`config.mk`:
```
export PLATFORM = sky130hd
export DESIGN_NAME = drive_power_state_sequencer_flat
export DESIGN_NICKNAME = d
export VERILOG_FILES = /design/src/design/dpss_pkg.sv /design/src/design/dpss_in_if.sv /design/src/design/dpss_out_if.sv /design/src/design/dpss_cfg_if.sv /design/src/design/drive_power_state_sequencer.sv /design/src/flat_wrapper.sv
export SDC_FILE = /design/constraint.sdc
export NUM_CORES = 1
export LEC_CHECK = 0
export BUFFER_PORTS_ARGS = -buffer_cell sky130_fd_sc_hd__buf_4
export CORE_MARGIN = 4
export CORE_UTILIZATION = 40
export CTS_CLUSTER_SIZE = 28
export DETAILED_ROUTE_END_ITERATION = 8
export GPL_TIMING_DRIVEN = 0
export HOLD_SLACK_MARGIN = 0.06
export SYNTH_ARGS = -nofsm -noshare
export SYNTH_HDL_FRONTEND = slang
export SYNTH_SLANG_ARGS = --single-unit
export TNS_END_PERCENT = 50
```
`constraint.sdc`:
```
create_clock -name clk -period 5.7 [get_ports clk]
set_input_delay 0.57 -clock clk [delete_from_list [all_inputs] [get_ports clk]]
set_output_delay 0.57 -clock clk [all_outputs]
set_load 0.01 [all_outputs]
```
`src/design/dpss_pkg.sv`:
```
// dpss_pkg: shared types, codes and constants for the drive power state sequencer.
// No dependencies; used by the channel interfaces and the top level.

package dpss_pkg;

    localparam int STATUS_W  = 16;
    localparam int TIME_W    = 32;
    localparam int CMD_W     = 2;
    localparam int STATE_W   = 3;
    localparam int CTRL_W    = 16;
    localparam int MASK_W    = 16;
    localparam int DELAY_W   = 16;
    localparam int TIMEOUT_W = 20;
    localparam int CFG_IDX_W = 3;
    localparam int CFG_DATA_W = 20;

    // command codes
    localparam logic [CMD_W-1:0] CMD_NONE    = 2'd0;
    localparam logic [CMD_W-1:0] CMD_ENABLE  = 2'd1;
    localparam logic [CMD_W-1:0] CMD_DISABLE = 2'd2;

    // phase codes
    localparam logic [STATE_W-1:0] PH_OFF        = 3'd0;
    localparam logic [STATE_W-1:0] PH_RESET_WAIT = 3'd1;
    localparam logic [STATE_W-1:0] PH_PREPARE    = 3'd2;
    localparam logic [STATE_W-1:0] PH_SWITCH_ON  = 3'd3;
    localparam logic [STATE_W-1:0] PH_ON         = 3'd4;
    localparam logic [STATE_W-1:0] PH_FAULT      = 3'd5;

    // control words
    localparam logic [CTRL_W-1:0] CW_FAULT_RESET  = 16'h0080;
    localparam logic [CTRL_W-1:0] CW_SHUTDOWN     = 16'h0006;
    localparam logic [CTRL_W-1:0] CW_ENABLE_OP    = 16'h000F;
    localparam logic [CTRL_W-1:0] CW_DISABLE_VOLT = 16'h0000;

    // register indexes
    localparam logic [CFG_IDX_W-1:0] REG_FAULT_MASK      = 3'd0;
    localparam logic [CFG_IDX_W-1:0] REG_READY_MASK      = 3'd1;
    localparam logic [CFG_IDX_W-1:0] REG_ENABLED_MASK    = 3'd2;
    localparam logic [CFG_IDX_W-1:0] REG_DISABLED_MASK   = 3'd3;
    localparam logic [CFG_IDX_W-1:0] REG_FAULT_SETTLE_MS = 3'd4;
    localparam logic [CFG_IDX_W-1:0] REG_RESET_DELAY_MS  = 3'd5;
    localparam logic [CFG_IDX_W-1:0] REG_INIT_TIMEOUT_MS = 3'd6;

    // register reset values
    localparam logic [MASK_W-1:0]    RST_FAULT_MASK      = 16'd8;
    localparam logic [MASK_W-1:0]    RST_READY_MASK      = 16'd33;
    localparam logic [MASK_W-1:0]    RST_ENABLED_MASK    = 16'd39;
    localparam logic [MASK_W-1:0]    RST_DISABLED_MASK   = 16'd64;
    localparam logic [DELAY_W-1:0]   RST_FAULT_SETTLE_MS = 16'd1000;
    localparam logic [DELAY_W-1:0]   RST_RESET_DELAY_MS  = 16'd1000;
    localparam logic [TIMEOUT_W-1:0] RST_INIT_TIMEOUT_MS = 20'd10000;

    typedef struct packed {
        logic [CMD_W-1:0]    cmd;
        logic [STATUS_W-1:0] status_in;
        logic [TIME_W-1:0]   now_ms;
    } in_item_t;

    typedef struct packed {
        logic [CTRL_W-1:0]  control_out;
        logic [STATE_W-1:0] drive_state;
        logic [CMD_W-1:0]   pending_cmd;
        logic               timed_out;
    } out_item_t;

    function automatic logic all_set(input logic [STATUS_W-1:0] status,
                                     input logic [MASK_W-1:0] mask);
        return (status & mask) == mask;
    endfunction

endpackage

```
`src/design/dpss_in_if.sv`:
```
// dpss_in_if: valid/ready channel carrying one status item.
// Depends on dpss_pkg.

interface dpss_in_if;
    logic               valid;
    logic               ready;
    dpss_pkg::in_item_t data;

    modport source (output valid, output data, input ready);
    modport sink   (input valid, input data, output ready);
endinterface

```
`src/design/dpss_out_if.sv`:
```
// dpss_out_if: valid/ready channel carrying one result item.
// Depends on dpss_pkg.

interface dpss_out_if;
    logic                valid;
    logic                ready;
    dpss_pkg::out_item_t data;

    modport source (output valid, output data, input ready);
    modport sink   (input valid, input data, output ready);
endinterface

```
`src/design/dpss_cfg_if.sv`:
```
// dpss_cfg_if: register write channel, index plus write data.
// Depends on dpss_pkg.

interface dpss_cfg_if;
    logic                               valid;
    logic                               ready;
    logic [dpss_pkg::CFG_IDX_W-1:0]     idx;
    logic [dpss_pkg::CFG_DATA_W-1:0]    wdata;

    modport source (output valid, output idx, output wdata, input ready);
    modport sink   (input valid, input idx, input wdata, output ready);
endinterface

```
`src/design/drive_power_state_sequencer.sv`:
```
// drive_power_state_sequencer: CiA 402 style power sequencing for a servo drive.
// Depends on dpss_pkg, dpss_in_if, dpss_out_if, dpss_cfg_if.
//
//   Channel   Dir   Payload                                  Transfer when
//   items     in    cmd, status_in, now_ms                   valid && ready
//   results   out   control_out, drive_state, pending_cmd,   valid && ready
//                   timed_out
//   cfg       in    idx (register index), wdata              valid && ready
//
// One item per clock while results are taken; items pass the input register,
// then the step logic into the result register. The step path is one 32-bit
// subtract and compare. Reset clears the phase, pending command and stamp
// and loads register defaults; no clearing pass. A stalled result holds the
// input stage, which still takes one item and then deasserts ready.

module drive_power_state_sequencer (
    input  logic              clk,
    input  logic              rst_n,
    dpss_in_if.sink           items,
    dpss_out_if.source        results,
    dpss_cfg_if.sink          cfg
);

    // configuration registers
    logic [dpss_pkg::MASK_W-1:0]    fault_mask_reg;
    logic [dpss_pkg::MASK_W-1:0]    ready_mask_reg;
    logic [dpss_pkg::MASK_W-1:0]    enabled_mask_reg;
    logic [dpss_pkg::MASK_W-1:0]    disabled_mask_reg;
    logic [dpss_pkg::DELAY_W-1:0]   fault_settle_ms_reg;
    logic [dpss_pkg::DELAY_W-1:0]   reset_delay_ms_reg;
    logic [dpss_pkg::TIMEOUT_W-1:0] init_timeout_ms_reg;

    // sequencer state
    logic [dpss_pkg::STATE_W-1:0] phase_reg, phase_next;
    logic [dpss_pkg::CMD_W-1:0]   command_held_reg, command_held_next;
    logic [dpss_pkg::TIME_W-1:0]  start_stamp_reg, start_stamp_next;
    logic                         stamp_taken_reg, stamp_taken_next;
    logic [dpss_pkg::CTRL_W-1:0]  control_held_reg, control_held_next;

    // pipeline
    logic                  in_valid_reg;
    dpss_pkg::in_item_t    in_data_reg;
    logic                  out_valid_reg;
    dpss_pkg::out_item_t   out_data_reg, out_data_next;
    logic                  advance;
    logic                  timed_out_next;
    logic [dpss_pkg::TIME_W-1:0] elapsed;
    logic [dpss_pkg::DELAY_W:0]  wait_limit;

    assign advance       = in_valid_reg && (!out_valid_reg || results.ready);
    assign items.ready   = !in_valid_reg || advance;
    assign cfg.ready     = 1'b1;
    assign results.valid = out_valid_reg;
    assign results.data  = out_data_reg;

    always_ff @(posedge clk or negedge rst_n)
    begin
        if (!rst_n)
        begin
            fault_mask_reg      <= dpss_pkg::RST_FAULT_MASK;
            ready_mask_reg      <= dpss_pkg::RST_READY_MASK;
            enabled_mask_reg    <= dpss_pkg::RST_ENABLED_MASK;
            disabled_mask_reg   <= dpss_pkg::RST_DISABLED_MASK;
            fault_settle_ms_reg <= dpss_pkg::RST_FAULT_SETTLE_MS;
            reset_delay_ms_reg  <= dpss_pkg::RST_RESET_DELAY_MS;
            init_timeout_ms_reg <= dpss_pkg::RST_INIT_TIMEOUT_MS;
        end
        else if (cfg.valid)
        begin
            unique case (cfg.idx)
                dpss_pkg::REG_FAULT_MASK:
                    fault_mask_reg <= cfg.wdata[dpss_pkg::MASK_W-1:0];
                dpss_pkg::REG_READY_MASK:
                    ready_mask_reg <= cfg.wdata[dpss_pkg::MASK_W-1:0];
                dpss_pkg::REG_ENABLED_MASK:
                    enabled_mask_reg <= cfg.wdata[dpss_pkg::MASK_W-1:0];
                dpss_pkg::REG_DISABLED_MASK:
                    disabled_mask_reg <= cfg.wdata[dpss_pkg::MASK_W-1:0];
                dpss_pkg::REG_FAULT_SETTLE_MS:
                    fault_settle_ms_reg <= cfg.wdata[dpss_pkg::DELAY_W-1:0];
                dpss_pkg::REG_RESET_DELAY_MS:
                    reset_delay_ms_reg <= cfg.wdata[dpss_pkg::DELAY_W-1:0];
                dpss_pkg::REG_INIT_TIMEOUT_MS:
                    init_timeout_ms_reg <= cfg.wdata[dpss_pkg::TIMEOUT_W-1:0];
                default:
                    ;
            endcase
        end
    end

    // step logic
    always_comb
    begin
        phase_next        = phase_reg;
        command_held_next = command_held_reg;
        start_stamp_next  = start_stamp_reg;
        stamp_taken_next  = stamp_taken_reg;
        control_held_next = control_held_reg;
        timed_out_next    = 1'b0;

        if (in_data_reg.cmd == dpss_pkg::CMD_ENABLE ||
            in_data_reg.cmd == dpss_pkg::CMD_DISABLE)
            command_held_next = in_data_reg.cmd;

        if (phase_reg == dpss_pkg::PH_OFF && !stamp_taken_reg)
            start_stamp_next = in_data_reg.now_ms;
        elapsed    = in_data_reg.now_ms - start_stamp_next;
        wait_limit = {1'b0, fault_settle_ms_reg} + {1'b0, reset_delay_ms_reg};

        if (command_held_next == dpss_pkg::CMD_ENABLE)
        begin
            stamp_taken_next = stamp_taken_reg || (phase_reg == dpss_pkg::PH_OFF);
            unique case (phase_reg)
                dpss_pkg::PH_OFF:
                begin
                    control_held_next = dpss_pkg::CW_FAULT_RESET;
                    if (!dpss_pkg::all_set(in_data_reg.status_in, fault_mask_reg) &&
                        elapsed > {16'd0, fault_settle_ms_reg})
                        phase_next = dpss_pkg::PH_RESET_WAIT;
                end
                dpss_pkg::PH_RESET_WAIT:
                begin
                    control_held_next = dpss_pkg::CW_SHUTDOWN;
                    if (elapsed > {15'd0, wait_limit})
                        phase_next = dpss_pkg::PH_PREPARE;
                end
                dpss_pkg::PH_PREPARE:
                begin
                    control_held_next = dpss_pkg::CW_SHUTDOWN;
                    if (dpss_pkg::all_set(in_data_reg.status_in, ready_mask_reg))
                        phase_next = dpss_pkg::PH_SWITCH_ON;
                end
                dpss_pkg::PH_SWITCH_ON:
                begin
                    control_held_next = dpss_pkg::CW_ENABLE_OP;
                    if (dpss_pkg::all_set(in_data_reg.status_in, enabled_mask_reg))
                    begin
                        phase_next        = dpss_pkg::PH_ON;
                        command_held_next = dpss_pkg::CMD_NONE;
                    end
                end
                default:
                    ;
            endcase
            if (phase_next != dpss_pkg::PH_ON && phase_next != dpss_pkg::PH_FAULT &&
                phase_next != dpss_pkg::PH_OFF &&
                elapsed > {12'd0, init_timeout_ms_reg})
            begin
                phase_next       = dpss_pkg::PH_OFF;
                stamp_taken_next = 1'b0;
                timed_out_next   = 1'b1;
            end
        end
        else if (command_held_next == dpss_pkg::CMD_DISABLE)
        begin
            start_stamp_next  = start_stamp_reg;
            control_held_next = dpss_pkg::CW_DISABLE_VOLT;
            if (dpss_pkg::all_set(in_data_reg.status_in, disabled_mask_reg))
            begin
                phase_next        = dpss_pkg::PH_OFF;
                stamp_taken_next  = 1'b0;
                command_held_next = dpss_pkg::CMD_NONE;
            end
        end
        else
        begin
            start_stamp_next = start_stamp_reg;
        end

        out_data_next.control_out = control_held_next;
        out_data_next.drive_state = phase_next;
        out_data_next.pending_cmd = command_held_next;
        out_data_next.timed_out   = timed_out_next;
    end

    always_ff @(posedge clk or negedge rst_n)
    begin
        if (!rst_n)
        begin
            in_valid_reg     <= 1'b0;
            out_valid_reg    <= 1'b0;
            phase_reg        <= dpss_pkg::PH_OFF;
            command_held_reg <= dpss_pkg::CMD_NONE;
            start_stamp_reg  <= '0;
            stamp_taken_reg  <= 1'b0;
            control_held_reg <= '0;
        end
        else
        begin
            if (items.ready)
                in_valid_reg <= items.valid;
            if (advance)
            begin
                out_valid_reg    <= 1'b1;
                phase_reg        <= phase_next;
                command_held_reg <= command_held_next;
                start_stamp_reg  <= start_stamp_next;
                stamp_taken_reg  <= stamp_taken_next;
                control_held_reg <= control_held_next;
            end
            else if (results.ready)
            begin
                out_valid_reg <= 1'b0;
            end
        end
    end

    always_ff @(posedge clk)
    begin
        if (items.valid && items.ready)
            in_data_reg <= items.data;
        if (advance)
            out_data_reg <= out_data_next;
    end

    // a timeout always lands in off with enable still pending
    a_timeout_off: assert property (@(posedge clk) disable iff (!rst_n)
        out_valid_reg && out_data_reg.timed_out |->
            out_data_reg.drive_state == dpss_pkg::PH_OFF &&
            out_data_reg.pending_cmd == dpss_pkg::CMD_ENABLE)
        else $error("timeout result not in off with enable pending");

    // any phase past off was reached through a taken start stamp
    a_stamp_taken: assert property (@(posedge clk) disable iff (!rst_n)
        phase_reg != dpss_pkg::PH_OFF |-> stamp_taken_reg)
        else $error("phase left off without a start stamp");

    // state only moves when an item is stepped into the result register
    a_state_hold: assert property (@(posedge clk) disable iff (!rst_n)
        !advance |=> $stable(phase_reg) && $stable(command_held_reg) &&
            $stable(control_held_reg))
        else $error("sequencer state changed without a step");

endmodule
```
`src/flat_wrapper.sv`:
```
// flat-port wrapper written by rule: the top's interface ports become plain ports
module drive_power_state_sequencer_flat 
  (clk, rst_n, items_valid, items_data, items_ready, results_valid, results_data, results_ready, cfg_valid, cfg_idx, cfg_wdata, cfg_ready);
  dpss_in_if items_i ();
  dpss_out_if results_i ();
  dpss_cfg_if cfg_i ();
  input  logic clk;
  input  logic rst_n;
  input wire logic [$bits(items_i.valid)-1:0] items_valid;
  input wire logic [$bits(items_i.data)-1:0] items_data;
  output wire logic [$bits(items_i.ready)-1:0] items_ready;
  output wire logic [$bits(results_i.valid)-1:0] results_valid;
  output wire logic [$bits(results_i.data)-1:0] results_data;
  input wire logic [$bits(results_i.ready)-1:0] results_ready;
  input wire logic [$bits(cfg_i.valid)-1:0] cfg_valid;
  input wire logic [$bits(cfg_i.idx)-1:0] cfg_idx;
  input wire logic [$bits(cfg_i.wdata)-1:0] cfg_wdata;
  output wire logic [$bits(cfg_i.ready)-1:0] cfg_ready;
  assign items_i.valid = items_valid;
  assign items_i.data = items_data;
  assign items_ready = items_i.ready;
  assign results_valid = results_i.valid;
  assign results_data = results_i.data;
  assign results_i.ready = results_ready;
  assign cfg_i.valid = cfg_valid;
  assign cfg_i.idx = cfg_idx;
  assign cfg_i.wdata = cfg_wdata;
  assign cfg_ready = cfg_i.ready;
  drive_power_state_sequencer u_core (.clk(clk), .rst_n(rst_n), .items(items_i), .results(results_i), .cfg(cfg_i));
endmodule
```
; Yosys cells after proc, flatten, opt, wreduce, memory -nomap -nowiden
; Index checks and enable logic that the tools add are counted.
[totals]
ff_bits = 244
in_bits = 78
output_inout_bits = 25
word_cells = 107
[op_classes]
add_sub_neg = 2
order_cmp = 3
eq_ne = 19
mux = 27
bitwise = 4
reduce_logical = 31
[ops]
columns = cell, n
row1 = $and 16x16->16, 4
row2 = $eq 16x16->1, 4
row3 = $pmux 16 s3, 1
row4 = $gt 32x16->1, 1
row5 = $gt 32x17->1, 1
row6 = $gt 32x20->1, 1
row7 = $mux 16, 2
row8 = $mux 32, 1
row9 = $sub 32x32->32, 1
row10 = $mux 3, 9
row11 = $add 16x16->17, 1
row12 = $reduce_and 2->1, 8
row13 = $eq 3x2->1 const B, 4
row14 = $mux 2, 6
row15 = $pmux 3 s4, 1
row16 = $eq 3x3->1 const B, 3
row17 = $logic_and 1x1->1, 7
row18 = $mux 1, 7
row19 = $eq 3x1->1 const B, 2
row20 = $logic_not 3->1, 2
row21 = $ne 3x3->1 const B, 2
row22 = $reduce_bool 2->1, 3
row23 = $eq 2x1->1 const B, 2
row24 = $eq 2x2->1 const B, 2
row25 = 5 further kinds, 11

; Logic depth before layout (Yosys ltp)
[logic_depth]
ltp_word = 15
depth_mapped = 27
depth_no_buf = 24

; Least setup slack after synthesis
; Ideal clock, no wire load.
[synth_timing]
kind = register -> register
from = register u_core.phase_reg[2] (netlist bit)
to = register u_core.out_data_reg (netlist bit u_core.results.data[3]), data pin
setup_ns = 0.269
t_arrival_ns = 5.436
required_time_ns = 5.431
path_slack_ns = -0.005
stages_incl_launch_ff = 25
n_path_buf = 5
synth_period_minus_slack_ns = 5.705
path_cell_list = dfrtp_1 buf_6 or4_4 buf_6 buf_6 clkbuf_1 o21ai_0 ha_1 inv_1 ha_1 clkbuf_1 a2111oi_2 a2111oi_4 a221o_1 a21o_1 xor2_1 ha_1 nand4_1 or2_2 or3_1 a21oi_1 nand2_1 o21ba_1 a311oi_2 o22ai_1
[synth_via]
elab_chain_len = 15
word_cells_on_any_way = 25
classes_between = add/sub (1) / order compare (3) / eq/ne (5) / mux (9) / reduce/logical (7)
[synth_lines]
columns = item, line_no
row1 = "start, declared", drive_power_state_sequencer.sv:34  ; logic [dpss_pkg::STATE_W-1:0] phase_reg, phase_next;
row2 = "start signal, assigned", drive_power_state_sequencer.sv:182  ; phase_reg <= dpss_pkg::PH_OFF;
row3 = "start signal, assigned", drive_power_state_sequencer.sv:195  ; phase_reg <= phase_next;
row4 = $logic_not 3->1, "drive_power_state_sequencer.sv:105, drive_power_state_sequencer.sv:113"
row5 = $logic_and 1x1->1, drive_power_state_sequencer.sv:105  ; if (phase_reg == dpss_pkg::PH_OFF && !stamp_taken_reg)
row6 = $mux 32, drive_power_state_sequencer.sv:105
row7 = $sub 32x32->32, drive_power_state_sequencer.sv:107  ; elapsed = in_data_reg.now_ms - start_stamp_next;
row8 = $gt 32x16->1, drive_power_state_sequencer.sv:118  ; elapsed > {16'd0, fault_settle_ms_reg})
row9 = $logic_and 1x1->1, drive_power_state_sequencer.sv:117  ; if (!dpss_pkg::all_set(in_data_reg.status_in, fault_mask_reg) &&
row10 = $mux 3, drive_power_state_sequencer.sv:117
row11 = $pmux 3 s4, drive_power_state_sequencer.sv:113  ; unique case (phase_reg)
row12 = $mux 3, drive_power_state_sequencer.sv:110  ; if (command_held_next == dpss_pkg::CMD_ENABLE)
row13 = $ne 3x3->1, drive_power_state_sequencer.sv:145  ; if (phase_next != dpss_pkg::PH_ON && phase_next != dpss_pkg::PH_FAULT &&
row14 = $logic_and 1x1->1 (2 in series), drive_power_state_sequencer.sv:145
row15 = $logic_and 1x1->1, drive_power_state_sequencer.sv:146  ; phase_next != dpss_pkg::PH_OFF &&
row16 = $mux 3 *, drive_power_state_sequencer.sv:145
row17 = $mux 3 *, drive_power_state_sequencer.sv:110
row18 = named net u_core.phase_next (one bit), drive_power_state_sequencer.sv:34
row19 = "end signal, assigned", drive_power_state_sequencer.sv:213  ; out_data_reg <= out_data_next;
row20 = "end, declared", drive_power_state_sequencer.sv:44  ; dpss_pkg::out_item_t out_data_reg, out_data_next;
; Mark *: on every way through the listed nets, which the timed path passes. The rest lies on a longest branch. The select of a mux whose other input is x is not followed.
; A chain may end at the register's enable or synchronous reset.

; Final worst setup path
; Ends and elaborated chain as after synthesis.

==> key figures <==
Routing
  • Via count: 10,400
  • DR pass1 iterations: 6
  • Initial DRC count: 619
  • Avg Vias per Cell: around 5.4
  • DRC viols: 0
  • Final ANT Viol Nets: 0
  • WL/cell: between 15 and 20 um
  • Routed WL: approximately 36 mm

Yosys
  • Synth warnings: 0
  • Synth async-reset ratio: 0.705
  • Synth top area share: 0.262
  • Top FF cell, synth: dfrtp_1
  • Largest area contributor in the netlist: dfrtp_1
  • Synth Area per Inst: around 11 um2
  • #FFs+latches synth: 244
  • Synth cell types: between 80 and 90
  • Syn nets: 1,463
  • Sequential share of the synthesized area: 0.463
  • Number of synthesized flops with an enable pin: just over 70
  • Synthesized area: about 14,000 um2
  • Syn Inst Count: 1,292
  • Top post-synthesis cells by area: dfrtp_1 (26%), edfxtp_1 (15%), mux2_2 (10%)

CTS
  • Sink Count: around 240
  • CTS tree: built
  • CTS buffer count: 27
  • Number of H-tree levels: 1
  • Clk buf depth: 3
  • Clk_lat worst skew: 0.56 ns
  • Root buffer cell: clkbuf_16
  • Clock transition at the registers of the reported paths: 0.06 ns

Floorplanning
  • Ports: ~100
  • Die area: 38,100 um2
  • Die H: a little under 200 um
  • Die X: roughly 200 um
  • Rows: 68
  • Core area: between 30,000 and 40,000 um2
  • Initial Util: 0.406

STA
  • Final Hold Viols: 0
  • Least-Margin Pin Slew: between 1 and 1.5 ns
  • Worst slew margin: 0.184
  • # setup viols final: 0
  • Fin worst setup slack: around 0.23 ns
  • Setup TNS Final: 0 ns
  • Final period utilization: 0.959
  • Period minus WS final: ~5.5 ns
  • Final Slew Violations: 0
  • Clock Skew: a little over 0.008 ns
  • Fmax: 183 MHz
  • RSZ-0062 raised after global routing: no
  • Worst hold slack: between 0.15 and 0.2 ns

Hold path
  • Hold path depth: 1
  • Hold WC Path Type: in -> reg
  • Worst Min Path Start: items_data[21]
  • Hold path endpoint: u_core.in_data_reg[21]

Status
  • Status: complete, no violations

Global route
  • Largest net degree at the start of global routing: around 110
  • Global route overflow: 0
  • Global Route Usage Sum: 0.186
  • First-pass GRT wire length: 57.6 mm
  • Initial antenna violation count: 0
  • Vias in the first global route: 10,500

Layout
  • Footprint of the multi-input gates: a little over 7000 um2
  • FF/Latch Area: 6500 um2
  • Nets: 1,615
  • Post-Layout Cell Count: about 1,900
  • Final instance area: about 17,000 um2
  • Commonest non-fill, non-tap cell in the layout: dfrtp_1
  • Max reg flops: 50
  • Filler Cell Count: between 3,000 and 4,000
  • Area Growth Syn to Fin: 18.6%
  • Fraction of layout cells with a size suffix above 1: 0.259
  • Commonest non-fill, non-tap cells in the layout: dfrtp_1 (147), buf_4 (127), mux2_2 (125)
  • Number of antenna diodes: 0

Place
  • Placement Cell Area: about 15,000 um2
  • # port buffers: 99
  • Post-placement cell count: ~1,800
  • Pre-CTS WS: -1.75 ns
  • Detailed placement HPWL: between 20 and 30 mm
  • Placer Congestion: around 0.89

Setup path
  • Reg2reg setup slack: about 0.23 ns
  • Crit Path Max Fanout: 14
  • Kind of start point of the critical path: flop
  • Crit Path Class: reg -> reg
  • Slowest CP cell: or4_4
  • Worst Path Buf+Inv: 2
  • Slowest stage delay, CP: 0.63 ns
  • CP dominant cell by count: a2111oi_4
  • Critical Path AT: between 5 and 6 ns
  • Largest delay share family, worst path: compound AO/OA/AOI/OAI gates
  • Critical Path, Cell by Cell: buf_6 > or4_4 > o21ai_1 > ha_2 > inv_1 > ha_4 > a2111oi_4 > a2111oi_4 > a221o_2 > a21o_1 > xor2_2 > ha_1 > nand4_1 > or2_4 > or3_4 > a21oi_4 > nand2_1 > o21ba_1 > a311oi_2 > o22ai_1
  • Reg2reg start: u_core.phase_reg[2]
  • Critical path required time: between 5 and 6 ns
  • RR Endpoint: u_core.results.data[3]
  • Worst Reg-to-Reg Cells: 20
  • Worst setup EP type: flop

Power
  • Power Density: 479 nW/um2
  • Max VDD drop: approximately 0.24 mV
  • Pleak: 0.00735 uW

Job
  • Max-Cap Viols: 0
[worst max-delay path by stage]
stage                             start                     end  slack (ns)  cells past startpoint
finish              u_core.phase_reg[2]  u_core.results.data[3]        0.23                     20
global route        u_core.phase_reg[1]     u_core.phase_reg[0]        0.02                     21
CTS                 u_core.phase_reg[2]     u_core.phase_reg[0]       0.003                     23
detailed placement  u_core.phase_reg[1]  u_core.results.data[3]       -1.75                     23
global placement    u_core.phase_reg[1]  u_core.results.data[3]       -1.77                     23
floorplan           u_core.phase_reg[2]  u_core.results.data[3]        0.05                     24
[cell type report]
| cell class | instances | area share |
|---|---|---|
| well taps | 455 | 0.0342 |
| clock inverters | 8 | 0.00474 |
| flip-flops and latches | 244 | 0.390 |
| plain buffers | 31 | 0.00849 |
| multi-input cells | 917 | 0.435 |
| clock buffers | 41 | 0.0443 |
| inverters | 92 | 0.0207 |
| repair buffers | 131 | 0.0619 |
[synthesized netlist by cell type (28+ instances only)]
cell type and n:
dfrtp_1 147, mux2_2 125, nand2_1 103, ha_1 92
inv_1 91, edfxtp_1 72, o21ai_0 72, a21oi_1 68
nor2_1 54, a21o_1 34, clkbuf_1 33, and2_1 28
[timing repair]
item	4_1_cts	5_1_grt
endpoints found under the setup margin	8	7
hold buffers	1	0
buffers inserted	14	15
gates resized for setup	38	17
pin swaps	10	8
hold endpoints to repair	52	0
[layer usage]
metal | routed length (um) | up-vias | track usage | part of all wire
li1 | - | 5031 | - | -
met1 | 16700 | 5148 | 0.258 | 0.46
met2 | 17200 | 175 | 0.311 | 0.48
met3 | 1200 | 48 | 0.0269 | 0.033
met4 | 909 | 0 | 0.0432 | 0.025
met5 | 0 | - | 0 | 0
[worst reg2reg max path, stage by stage (launching register included)]
cell       delay [ns]
dfrtp_1          0.37
buf_6            0.14
or4_4            0.63
o21ai_1          0.20
ha_2             0.23
inv_1            0.10
ha_4             0.21
a2111oi_4        0.37
a2111oi_4        0.11
a221o_2          0.44
a21o_1           0.25
xor2_2           0.19
ha_1             0.32
nand4_1          0.12
or2_4            0.29
or3_4            0.42
a21oi_4          0.19
nand2_1          0.07
o21ba_1          0.19
a311oi_2         0.24
o22ai_1          0.13
[per-stage QoR]
| step | utilization | total power, uW |
|---|---|---|
| floorplan | - | 5020 |
| global placement | 0.445 | 5900 |
| detailed placement | 0.447 | 5990 |
| CTS | 0.478 | 7890 |
| global route | 0.482 | 8610 |
| finish | 0.482 | 7970 |
[cells by family after synthesis]
logic type               synth area share
AND/OR/NAND/NOR                     0.116
AO/OA/AOI/OAI                       0.151
flip-flops                          0.463
multiplexers                        0.119
buffers and inverters              0.0371
adder cells (fa/ha/maj)            0.0901
XOR/XNOR                           0.0243
other                            0.000267
[power by group]
group          internal (uW)  total, uW  leakage [uW]  switching, uW
clock network            939       1640      0.000400            703
logic                   1770       3900       0.00418           2130
registers               2190       2430       0.00276            232
total                   4900       7970       0.00735           3070
No activity file was read; power rests on OpenSTA's default activity.
